File: src/design/dhpid_pkg.sv
// ----------------------------------------------------------------------------
// dhpid_pkg
// Types and constants shared by the distance-hold PID motor drive.
// ----------------------------------------------------------------------------
package dhpid_pkg;

  typedef enum logic [2:0] {
    REG_TARGET = 3'd0,
    REG_KP     = 3'd1,
    REG_KI     = 3'd2,
    REG_KD     = 3'd3,
    REG_BASE   = 3'd4,
    REG_LIMIT  = 3'd5
  } reg_idx_t;

  typedef struct packed {
    logic [11:0] target;
    logic [15:0] kp;
    logic [15:0] ki;
    logic [15:0] kd;
    logic [7:0]  base;
    logic [7:0]  limit;
  } cfg_t;

  typedef struct packed {
    logic [14:0] distance;
    logic [7:0]  duty;
    logic        reverse;
  } res_t;

  localparam logic [11:0] RST_TARGET = 12'd240;
  localparam logic [15:0] RST_KP     = 16'd768;
  localparam logic [15:0] RST_KI     = 16'hFF80;
  localparam logic [15:0] RST_KD     = 16'hFF80;
  localparam logic [7:0]  RST_BASE   = 8'd220;
  localparam logic [7:0]  RST_LIMIT  = 8'd30;

  // 0.01715 cm/us in 1/16 cm, Q16, rounded half up
  localparam logic [30:0] DIST_SCALE = 31'd17983;
  localparam logic [30:0] DIST_ROUND = 31'd32768;

  // output = |num| / 40960 = (|num| >> 13) / 5; quotients of 256 and up all clamp
  localparam int unsigned DIV_SHIFT  = 13;
  localparam logic [10:0] Q_SAT      = 11'd1280;
  localparam logic [15:0] DIV5_RECIP = 16'd52429;
  localparam int unsigned DIV5_SHIFT = 18;

  localparam logic [31:0] INT_MAX = 32'h7FFF_FFFF;
  localparam logic [31:0] INT_MIN = 32'h8000_0000;

endpackage

File: src/design/dhpid_regs.sv
// ----------------------------------------------------------------------------
// dhpid_regs
// APB register file holding the setpoint, the gains (Kp, Ki Q12) and PWM limits.
// ----------------------------------------------------------------------------
module dhpid_regs
  import dhpid_pkg::*;
(
  input  logic        clk,
  input  logic        rst_n,
  input  logic        psel,
  input  logic        penable,
  input  logic        pwrite,
  input  logic [4:0]  paddr,
  input  logic [31:0] pwdata,
  output logic [31:0] prdata,
  output cfg_t        cfg
);

  cfg_t       cfg_r;
  logic [2:0] idx;
  logic       wr_en;

  assign idx   = paddr[4:2];
  assign wr_en = psel && penable && pwrite;
  assign cfg   = cfg_r;

  always_ff @(posedge clk) begin
    if (!rst_n) begin
      cfg_r.target <= RST_TARGET;
      cfg_r.kp     <= RST_KP;
      cfg_r.ki     <= RST_KI;
      cfg_r.kd     <= RST_KD;
      cfg_r.base   <= RST_BASE;
      cfg_r.limit  <= RST_LIMIT;
    end else if (wr_en) begin
      case (idx)
        REG_TARGET: cfg_r.target <= pwdata[11:0];
        REG_KP:     cfg_r.kp     <= pwdata[15:0];
        REG_KI:     cfg_r.ki     <= pwdata[15:0];
        REG_KD:     cfg_r.kd     <= pwdata[15:0];
        REG_BASE:   cfg_r.base   <= pwdata[7:0];
        REG_LIMIT:  cfg_r.limit  <= pwdata[7:0];
        default: begin
        end
      endcase
    end
  end

  always_comb begin
    case (idx)
      REG_TARGET: prdata = {20'd0, cfg_r.target};
      REG_KP:     prdata = {{16{cfg_r.kp[15]}}, cfg_r.kp};
      REG_KI:     prdata = {{16{cfg_r.ki[15]}}, cfg_r.ki};
      REG_KD:     prdata = {{16{cfg_r.kd[15]}}, cfg_r.kd};
      REG_BASE:   prdata = {24'd0, cfg_r.base};
      REG_LIMIT:  prdata = {24'd0, cfg_r.limit};
      default:    prdata = 32'd0;
    endcase
  end

endmodule

File: src/design/dhpid_core.sv
// ----------------------------------------------------------------------------
// dhpid_core
// Seven-stage pipeline: echo capture, distance, error and integral, gain products,
// PID sum, magnitude, divide and clamp. A full stage holds while the one after is held.
// ----------------------------------------------------------------------------
module dhpid_core
  import dhpid_pkg::*;
(
  input  logic        clk,
  input  logic        rst_n,
  input  cfg_t        cfg,
  input  logic        in_valid,
  output logic        in_ready,
  input  logic [15:0] in_echo,
  output logic        out_valid,
  input  logic        out_ready,
  output res_t        out_res
);

  localparam int unsigned NSTG = 7;

  logic [NSTG-1:0] v_r, v_nxt, en;

  // stage 0
  logic [15:0] echo_r;
  // stage 1
  logic [30:0] dsum;
  logic [14:0] dist1_r;
  // stage 2
  logic signed [16:0] err17;
  logic signed [15:0] err;
  logic signed [19:0] err10, err10_r;
  logic signed [32:0] isum;
  logic signed [31:0] integ_nxt, integ_r;
  logic signed [15:0] prev_r;
  logic signed [16:0] delta, delta_r;
  logic [14:0]        dist2_r;
  // stage 3
  logic signed [35:0] pp_nxt, pp_r;
  logic signed [47:0] pi_nxt, pi_r;
  logic signed [32:0] pd_nxt, pd_r;
  logic [14:0]        dist3_r;
  // stage 4
  logic [52:0] num_nxt, num_r;
  logic [14:0] dist4_r;
  // stage 5
  logic [52:0] absn;
  logic [39:0] q;
  logic [10:0] qc_nxt, qc_r;
  logic        neg_r;
  logic [14:0] dist5_r;
  // stage 6
  logic [26:0] qm;
  logic [8:0]  quo;
  logic [7:0]  mag;
  logic [8:0]  dsat;
  res_t        res_nxt, res_r;

  always_comb begin
    en[NSTG-1] = !v_r[NSTG-1] || out_ready;
    for (int k = NSTG - 2; k >= 0; k--) begin
      en[k] = !v_r[k] || en[k+1];
    end
    v_nxt[0] = en[0] ? in_valid : v_r[0];
    for (int k = 1; k < NSTG; k++) begin
      v_nxt[k] = en[k] ? v_r[k-1] : v_r[k];
    end
  end

  assign in_ready  = en[0];
  assign out_valid = v_r[NSTG-1];
  assign out_res   = res_r;

  always_ff @(posedge clk) begin
    if (!rst_n) begin
      v_r <= '0;
    end else begin
      v_r <= v_nxt;
    end
  end

  // stage 1: distance
  assign dsum = 31'(echo_r) * DIST_SCALE + DIST_ROUND;

  // stage 2: error, saturating integral, change in error
  assign err17 = $signed({5'd0, cfg.target}) - $signed({2'd0, dist1_r});
  assign err   = err17[15:0];
  assign err10 = $signed({{1{err[15]}}, err, 3'd0}) + $signed({{3{err[15]}}, err, 1'b0});
  assign isum  = $signed({integ_r[31], integ_r}) + $signed({{13{err10[19]}}, err10});
  assign delta = $signed({err[15], err}) - $signed({prev_r[15], prev_r});

  always_comb begin
    if (isum[32] != isum[31]) begin
      integ_nxt = isum[32] ? $signed(INT_MIN) : $signed(INT_MAX);
    end else begin
      integ_nxt = isum[31:0];
    end
  end

  always_ff @(posedge clk) begin
    if (!rst_n) begin
      integ_r <= '0;
      prev_r  <= '0;
    end else if (en[2] && v_r[1]) begin
      integ_r <= integ_nxt;
      prev_r  <= err;
    end
  end

  // stage 3: gain products
  assign pp_nxt = $signed(cfg.kp) * err10_r;
  assign pi_nxt = $signed(cfg.ki) * integ_r;
  assign pd_nxt = $signed(cfg.kd) * delta_r;

  // stage 4: 10*Kp*e + 10*Ki*I + Kd*de
  assign num_nxt = {{17{pp_r[35]}}, pp_r}
                 + {{2{pi_r[47]}}, pi_r, 3'd0}
                 + {{4{pi_r[47]}}, pi_r, 1'b0}
                 + {{20{pd_r[32]}}, pd_r};

  // stage 5: magnitude, drop 2^13, clamp ahead of the divide by five
  assign absn = num_r[52] ? (~num_r + 53'd1) : num_r;
  assign q    = absn[52:DIV_SHIFT];

  always_comb begin
    if ((|q[39:11]) || (q[10:0] >= Q_SAT)) begin
      qc_nxt = Q_SAT;
    end else begin
      qc_nxt = q[10:0];
    end
  end

  // stage 6: divide by five, speed clamp, base add
  assign qm   = 27'(qc_r) * 27'(DIV5_RECIP);
  assign quo  = qm[DIV5_SHIFT+8:DIV5_SHIFT];
  assign mag  = (quo > {1'b0, cfg.limit}) ? cfg.limit : quo[7:0];
  assign dsat = {1'b0, cfg.base} + {1'b0, mag};

  always_comb begin
    res_nxt.reverse  = neg_r && (quo != 9'd0);
    res_nxt.duty     = dsat[8] ? 8'hFF : dsat[7:0];
    res_nxt.distance = dist5_r;
  end

  always_ff @(posedge clk) begin
    if (en[0]) begin
      echo_r <= in_echo;
    end
    if (en[1]) begin
      dist1_r <= dsum[30:16];
    end
    if (en[2]) begin
      err10_r <= err10;
      delta_r <= delta;
      dist2_r <= dist1_r;
    end
    if (en[3]) begin
      pp_r    <= pp_nxt;
      pi_r    <= pi_nxt;
      pd_r    <= pd_nxt;
      dist3_r <= dist2_r;
    end
    if (en[4]) begin
      num_r   <= num_nxt;
      dist4_r <= dist3_r;
    end
    if (en[5]) begin
      qc_r    <= qc_nxt;
      neg_r   <= num_r[52];
      dist5_r <= dist4_r;
    end
    if (en[6]) begin
      res_r <= res_nxt;
    end
  end

endmodule

File: src/design/distance_hold_pid_motor_drive_top.sv
// ----------------------------------------------------------------------------
// distance_hold_pid_motor_drive_top
// Echo time in, motor direction, PWM duty and measured distance out.
// An accepted beat moves through the core's stage registers in order to out_tvalid.
// Throughput is one beat per cycle while out_tready is high, set by the seven-stage
// pipeline in the core. Stages hold independently, so input is taken while a result
// waits until every stage is full.
// Reset (synchronous, rst_n low): pipeline empty, integral and previous
// error zero, registers at their defaults.
// ----------------------------------------------------------------------------
module distance_hold_pid_motor_drive_top
  import dhpid_pkg::*;
(
  input  logic        clk,
  input  logic        rst_n,
  input  logic        in_tvalid,
  output logic        in_tready,
  input  logic [15:0] in_tdata,     // [15:0] echo_time
  output logic        out_tvalid,
  input  logic        out_tready,
  output logic [23:0] out_tdata,    // [0] reverse, [8:1] duty, [23:9] distance
  input  logic        cfg_psel,
  input  logic        cfg_penable,
  input  logic        cfg_pwrite,
  input  logic [4:0]  cfg_paddr,
  input  logic [31:0] cfg_pwdata,
  output logic [31:0] cfg_prdata,
  output logic        cfg_pready
);

  cfg_t cfg;
  res_t res;

  assign cfg_pready = 1'b1;

  dhpid_regs u_regs (
    .clk     (clk),
    .rst_n   (rst_n),
    .psel    (cfg_psel),
    .penable (cfg_penable),
    .pwrite  (cfg_pwrite),
    .paddr   (cfg_paddr),
    .pwdata  (cfg_pwdata),
    .prdata  (cfg_prdata),
    .cfg     (cfg)
  );

  dhpid_core u_core (
    .clk       (clk),
    .rst_n     (rst_n),
    .cfg       (cfg),
    .in_valid  (in_tvalid),
    .in_ready  (in_tready),
    .in_echo   (in_tdata),
    .out_valid (out_tvalid),
    .out_ready (out_tready),
    .out_res   (res)
  );

  assign out_tdata = {res.distance, res.duty, res.reverse};

  // empty output stage lets the whole pipeline move
  a_ready_when_out_empty: assert property (@(posedge clk) disable iff (!rst_n)
    !out_tvalid |-> in_tready)
    else $error("in_tready low with output stage empty");

  a_reset_empties: assert property (@(posedge clk)
    !rst_n |=> !out_tvalid)
    else $error("result beat straight after reset");

  a_reset_ready: assert property (@(posedge clk)
    !rst_n |=> in_tready)
    else $error("input not ready straight after reset");

endmodule

File: config.mk
export PLATFORM = sky130hd
export DESIGN_NAME = distance_hold_pid_motor_drive_top
export DESIGN_NICKNAME = d
export VERILOG_FILES = /design/src/design/dhpid_pkg.sv /design/src/design/dhpid_regs.sv /design/src/design/dhpid_core.sv /design/src/design/distance_hold_pid_motor_drive_top.sv
export SDC_FILE = /design/constraint.sdc
export NUM_CORES = 2
export LEC_CHECK = 0
export ABC_AREA = 1
export BUFFER_PORTS_ARGS = -buffer_cell sky130_fd_sc_hd__buf_4
export CAP_MARGIN = 20
export CELL_PAD_IN_SITES_DETAIL_PLACEMENT = 1
export CELL_PAD_IN_SITES_GLOBAL_PLACEMENT = 1
export CORE_MARGIN = 2
export CORE_UTILIZATION = 46
export DETAILED_ROUTE_END_ITERATION = 10
export MAX_ROUTING_LAYER = met4
export PLACE_DENSITY = 0.87
export SYNTH_ARGS = -nofsm -noshare
export SYNTH_HDL_FRONTEND = slang
export SYNTH_HIERARCHICAL = 1
export SYNTH_SLANG_ARGS = --single-unit
File: constraint.sdc
create_clock -name clk -period 9.3 [get_ports clk]
set_clock_uncertainty 0.05 [all_clocks]
set_input_delay 0.93 -clock clk [delete_from_list [all_inputs] [get_ports clk]]
set_output_delay 0.93 -clock clk [all_outputs]
set_load 0.02 [all_outputs]
== Word-level counts from Yosys, hierarchy flattened ==
Index checks and enable logic that the tools add are counted.
Storage, ports and cells
  latch bits: 0
  memories: 0
  output and inout port bits: 59
  ROM bits: 0
  bits in registers: 465
  bits in writable memories: 0
Operators by class
  add/subtract/negate cells: 10
  equality and inequality tests: 6
  multiply operators: 5
  div/mod/pow operators: 0
  shift operators: 0
  bitwise operators: 1
  reduce and logical (&&, ||, !) cells: 28
  $lt $le $gt $ge: 2
  mux-type cells: 5
Operators with widths (number)
  $pmux W32 S6: 1
  $mux W32: 2
  $add A52 B49 Y53: 1
  $add A53 B1 Y53 const B: 1
  $add A53 B53 Y53: 1
  $mux W53: 1
  $not A53 Y53: 1
  $add A36 B51 Y52: 1
  $mul A16 B32 Y48: 1
  $mul A16 B20 Y36: 1
  $add A32 B20 Y33: 1
  $mul A16 B17 Y33: 1
  $add A31 B16 Y31 const B: 1
  $mul A16 B15 Y31 const B: 1
  $reduce_or A29 Y1: 1
  $mul A11 B16 Y27 const B: 1
  $add A19 B17 Y20: 1
  $sub A16 B16 Y17: 1
  $sub A12 B15 Y16: 1
  $reduce_and A2 Y1: 6
  $ge A11 B11 Y1 const B: 1
  $add A8 B8 Y9: 1
  $gt A9 B8 Y1: 1
  $reduce_bool A9 Y1: 1
  other kinds (9): 27

== Longest topological paths before layout ==
  depth after elaboration: 8
  gate-level depth with buffers: 43
  mapped depth without buffers: 43

== Modules after synthesis ==
Netlist, hierarchy kept.
By module, submodules not included
  dhpid_core: seq. area each 11070.6 um^2, area an instance 71498.6 um^2, instances 1, cells each 8489
  dhpid_regs: seq. area each 1521.5 um^2, area an instance 3714.8 um^2, instances 1, cells each 580
  distance_hold_pid_motor_drive_top: seq. area each 0.0 um^2, area an instance 11.3 um^2, instances 1, cells each 2

== Least setup slack after synthesis ==
OpenSTA, ideal clock, no wires.
  kind: input-to-output
  from: in out_tready
  to: out in_tready
  buffers on the path: 0
  cell stages on the path: 12
  data arrival time: 8.474 ns
  required time: 8.320 ns
  path slack: -0.154 ns
  cell sequence: nor2_1 -> inv_1 -> nor2_1 -> inv_1 -> nor2_1 -> inv_1 -> nor2_1 -> inv_1 -> nor2_1 -> inv_1 -> nor2_1 -> nand2_1
On the way
  longest elaborated chain between the ends: 7
Ends and longest elaborated chain
  from (decl): line distance_hold_pid_motor_drive_top.sv:20  | input logic out_tready,
  $logic_or A1 B1 Y1: line dhpid_core.sv:60  | en[NSTG-1] = !v_r[NSTG-1] || out_ready;
  via u_core.en[6]: line dhpid_core.sv:22  | logic [NSTG-1:0] v_r, v_nxt, en;
  $logic_or A1 B1 Y1: line dhpid_core.sv:62  | en[k] = !v_r[k] || en[k+1];
  via u_core.en[5]: line dhpid_core.sv:22
  $logic_or A1 B1 Y1: line dhpid_core.sv:62
  via u_core.en[4]: line dhpid_core.sv:22
  $logic_or A1 B1 Y1: line dhpid_core.sv:62
  via u_core.en[3]: line dhpid_core.sv:22
  $logic_or A1 B1 Y1 (3 in series): line dhpid_core.sv:62
  to (decl): line distance_hold_pid_motor_drive_top.sv:17  | output logic in_tready,
The timed path passes the listed nets, and every way through them passes these cells.

== Worst setup path after layout ==
  from: reg u_core.qc_r[5]
  to: reg u_core.res_r, in the netlist u_core/out_res[6] (data pin)
On the way
  longest elaborated chain between the ends: 4
Ends and longest elaborated chain
  from (decl): line dhpid_core.sv:49  | logic [10:0] qc_nxt, qc_r;
  from (signal assigned): line dhpid_core.sv:168  | qc_r <= qc_nxt;
  $mul A11 B16 Y27 (*): line dhpid_core.sv:134  | assign qm = 27'(qc_r) * 27'(DIV5_RECIP);
  $gt A9 B8 Y1: line dhpid_core.sv:136  | assign mag = (quo > {1'b0, cfg.limit}) ? cfg.limit : quo[7:0];
  $mux W8 (*): line dhpid_core.sv:136
  $add A8 B8 Y9 (*): line dhpid_core.sv:137  | assign dsat = {1'b0, cfg.base} + {1'b0, mag};
  to (signal assigned): line dhpid_core.sv:173  | res_r <= res_nxt;
  to (decl): line dhpid_core.sv:57  | res_t res_nxt, res_r;
Mark *: on every way between the ends. The rest lies on a longest branch, timed or not.
A chain may end at the register's enable or synchronous reset.

==> run summary <==
The horizontal die dimension came out at between 400 and 500 um. In this run the top signal layer used is met4. The maximum frequency from static timing analysis is 124 MHz.

The synthesized design contains ~330 enable-type register cells. The area growth from synthesis to layout is 6.23%. The time the final worst path needs with I/O delays and setup is 8050 ps. Sorting the synthesized cells by area gives the leading types as fa_1 34%, edfxtp_1 13%, inv_1 11%, ha_1 10%, nand2_1 10%. The die covers 0.167 mm2. The root buffer cell chosen for the clock tree is clkbuf_16. The iteration-0 DRC count of the detailed router came out at 4,546. By startpoint and endpoint, the worst setup path is classified as reg -> reg. The worst hold slack came out at 366 ps. The post-detailed-route wirelength per cell came out at 23.5 um.

Setup repair after global routing left no endpoint under its margin. The transition time of the tightest slew-check pin is 1230 ps. Port buffering added 99 buffers. The number of cells on the worst reg-to-reg path is 38. The first global-routing pass estimated 407,000 um of wire. The share of the synthesized area in the top cell type came out at about a third. The starting density of the core is 46.3%. The worst-path cell with the longest stage delay is fa_1.

The number of global-route vias before repair is just over 70,000. The most area-hungry cell type in the Yosys netlist is fa_1. The number of nets in the synthesized netlist is around 11,000. The total number of H-tree levels is 2. The category of the worst setup path capture point is a flop. The number of cells produced by synthesis came out at 9,071. The row count is 148.

With fillers left out, the area of the finished cells amounts to 0.0799 mm2. After detailed routing, the number of remaining DRC violations is 0. During synthesis, Yosys emitted a total of 6 warnings. The maximum clock insertion buffer count is 3. The biggest cell delay along the critical path is 590 ps. Prior to clock tree synthesis, the placed netlist has a worst setup slack of between 1000 and 1500 ps. Among the stages of the critical path, the cell type that occurs most often is inv_1. The largest fanout on the critical path came out at 16. The average via count per standard cell came out at roughly 5.6. For this block, the via count after detailed routing is 62,600. The share of cells above drive strength 1 came out at 4.03%. Entering global routing, the biggest net connects between 80 and 90 pins. The most instantiated flip-flop cell in the synthesis netlist is edfxtp_1. STA puts the critical path data arrival time at 8490 ps. The post-CTS setup repair buffer count is 0. Clock latency on the worst-skew pair, taken at its later pin, is 700 ps. After floorplanning, the core was sized to cover roughly 0.16 mm2. The worst min-delay path category is in -> reg. The aggregate global routing overflow is 0. The total routed wire length on the met1 layer came out at 98,700 um. Summed over all nets, wire length on met3 after detailed routing comes to 17,200 um.

After layout, the worst path uses 86.6% of the clock period. Setup violations remaining at the end of the flow were counted as 0. The relative max-transition margin came out at 17.7%. The worst path required time is between 9000 and 10,000 ps. The summed negative setup slack over all endpoints came out at 0 ps. The last weighted congestion value of the routability-driven placer came out at slightly below 1.

The placed standard-cell area is 0.0781 mm2. Summing every instance area after synthesis gives 0.0752 mm2. Post-CTS repair changed the size of 0 cells. The setup slack on the worst flop-to-flop path is 1250 ps. By count the netlist is led by 2,253 x inv_1, 2,004 x nand2_1, 1,284 x fa_1. STA classifies the critical path startpoint as a flop. The length of the first detailed-routing pass in iterations is 6. The final net count is 11,000. 119 I/O pins were placed. In this run, distinct cell masters in the synthesized netlist total 52.

The number of clock buffers inserted by TritonCTS came out at 53. The clock net in this run drives a total of 463 sinks. The detailed placer's ending HPWL is 215,000 um. The clock tree from TritonCTS is built.

The fraction of synthesis flops using an asynchronous set or reset pin is 0%. The routed length on met2 is 129,000 um. The final-report hold violation count is 0.

By instance count, the leading cell after synthesis is inv_1. The run finished with clean final reports. The share of the yosys chip area belonging to registers is between 10% and 20%. The initial antenna violation count came out at 6. The post-cts hold buffer count is 0. Across every metal layer, demand over resource in global routing totals about a third.

The max-cap violation count is 0. The y dimension of the die came out at 408 um. The final max-slew violation count came out at 0.

The final worst-path setup slack came out at 1250 ps. The aggregate routed wire length came out at 264,000 um. The clock-pin transition on the worst setup and hold timing paths is 70 ps. Each instance of the synthesized netlist takes up on average roughly 8.3 um2. The worst hold path depth is 1. Once detail routing completed, the nets flagged for antenna violations numbered 0. Synthesis inferred between 400 and 500 register bits.
## logic make-up after synthesis
kind of cell	after synthesis	share of synthesized area [%]
AOI/OAI and AO/OA	831	6.15
xor gates and xnor gates	261	3.06
adders and majority gates	1912	44.6
buffers and inverters	2543	12.9
DFF	463	16.7
other	1	0.00499
and+or+nand+nor	3060	16.5
## per-layer routing
layer	track usage, %	vias up
met5	-	-
met4	19.4	0
met3	4.43	964
met2	54.4	2607
met1	37.2	31900
li1	-	27100
## cells in the final DEF, fill, tap and decap left out, types with 6 or more instances in the layout
cell / n
or2_2: 59
a31oi_1: 35
nand2_1: 2004
o211ai_1: 12
nor3_1: 51
o21bai_1: 41
nor2_1: 528
o21a_1: 11
ha_1: 628
o21ai_1: 10
fa_1: 1284
nor2_2: 18
nand2_2: 6
inv_2: 6
a221oi_1: 8
o221ai_1: 6
nand3_1: 278
and3_1: 6
inv_1: 2250
clkbuf_1: 14
bufinv_16: 6
a21oi_1: 383
a211oi_1: 6
nor4_1: 18
buf_4: 176
o21ai_0: 252
clkinv_2: 7
edfxtp_1: 332
a21boi_0: 18
dfxtp_1: 130
xor2_1: 182
nand3b_1: 25
xnor2_1: 77
nand4_1: 58
a21o_1: 33
clkbuf_16: 55
## metrics by stage
stage | instances | util [%]
finish | 11200 | 49.2
global route | 11200 | 49.1
CTS | 11200 | 49.1
detailed placement | 11100 | 48.0
global placement | 11100 | 48.0
floorplan | 9071 | -
## flip-flops by register name, summed over array words and instances, names as in the netlist
signal          flops
u_core/num_r       53
u_core/out_res     24
u_core/delta_r     17
u_core/dist3_r     15
u_core/err10_r     19
u_core/dist5_r     15
u_regs/cfg         76
u_core/v_r          7
u_core/pp_r        35
u_core/dist2_r     15
u_core/dist4_r     15
u_core/qc_r        11
u_core/prev_r      16
u_core/pi_r        48
u_core/integ_r     32
u_core/neg_r        1
u_core/pd_r        33
u_core/echo_r      16
u_core/dist1_r     15
## path summary, 6_finish.rpt
path,start,endpoint
worst max-delay path,u_core/qc_r[5],u_core/out_res[6]
worst min-delay path,in_tdata[2],u_core/echo_r[2]
worst max register to register,u_core/qc_r[5],u_core/out_res[6]
worst min register to register,u_core/dist2_r[10],u_core/dist3_r[10]
## critical path: cells and delay by family, from the launching register on
kind | cells | cell delay (ps)
simple gates | 11 | 1260
flops | 1 | 520
compound gates | 11 | 1960
fa+ha+maj | 9 | 3690
buf+inv | 7 | 400
## cell type report
cell class                 instances  area [um2]
inverter                        2259        8480
sequential                       463       12600
multi-input combinational       6065       52900
antenna                            5        12.5
fill                           19700       82700
clock inverter                    28         370
timing repair buffer             176        1320
clock buffer                      72        1470
tap                             2175        2720
Power is left out: the tool's default activity adds up to more than one toggle a clock period on the data nets, which glitch-free logic cannot reach.
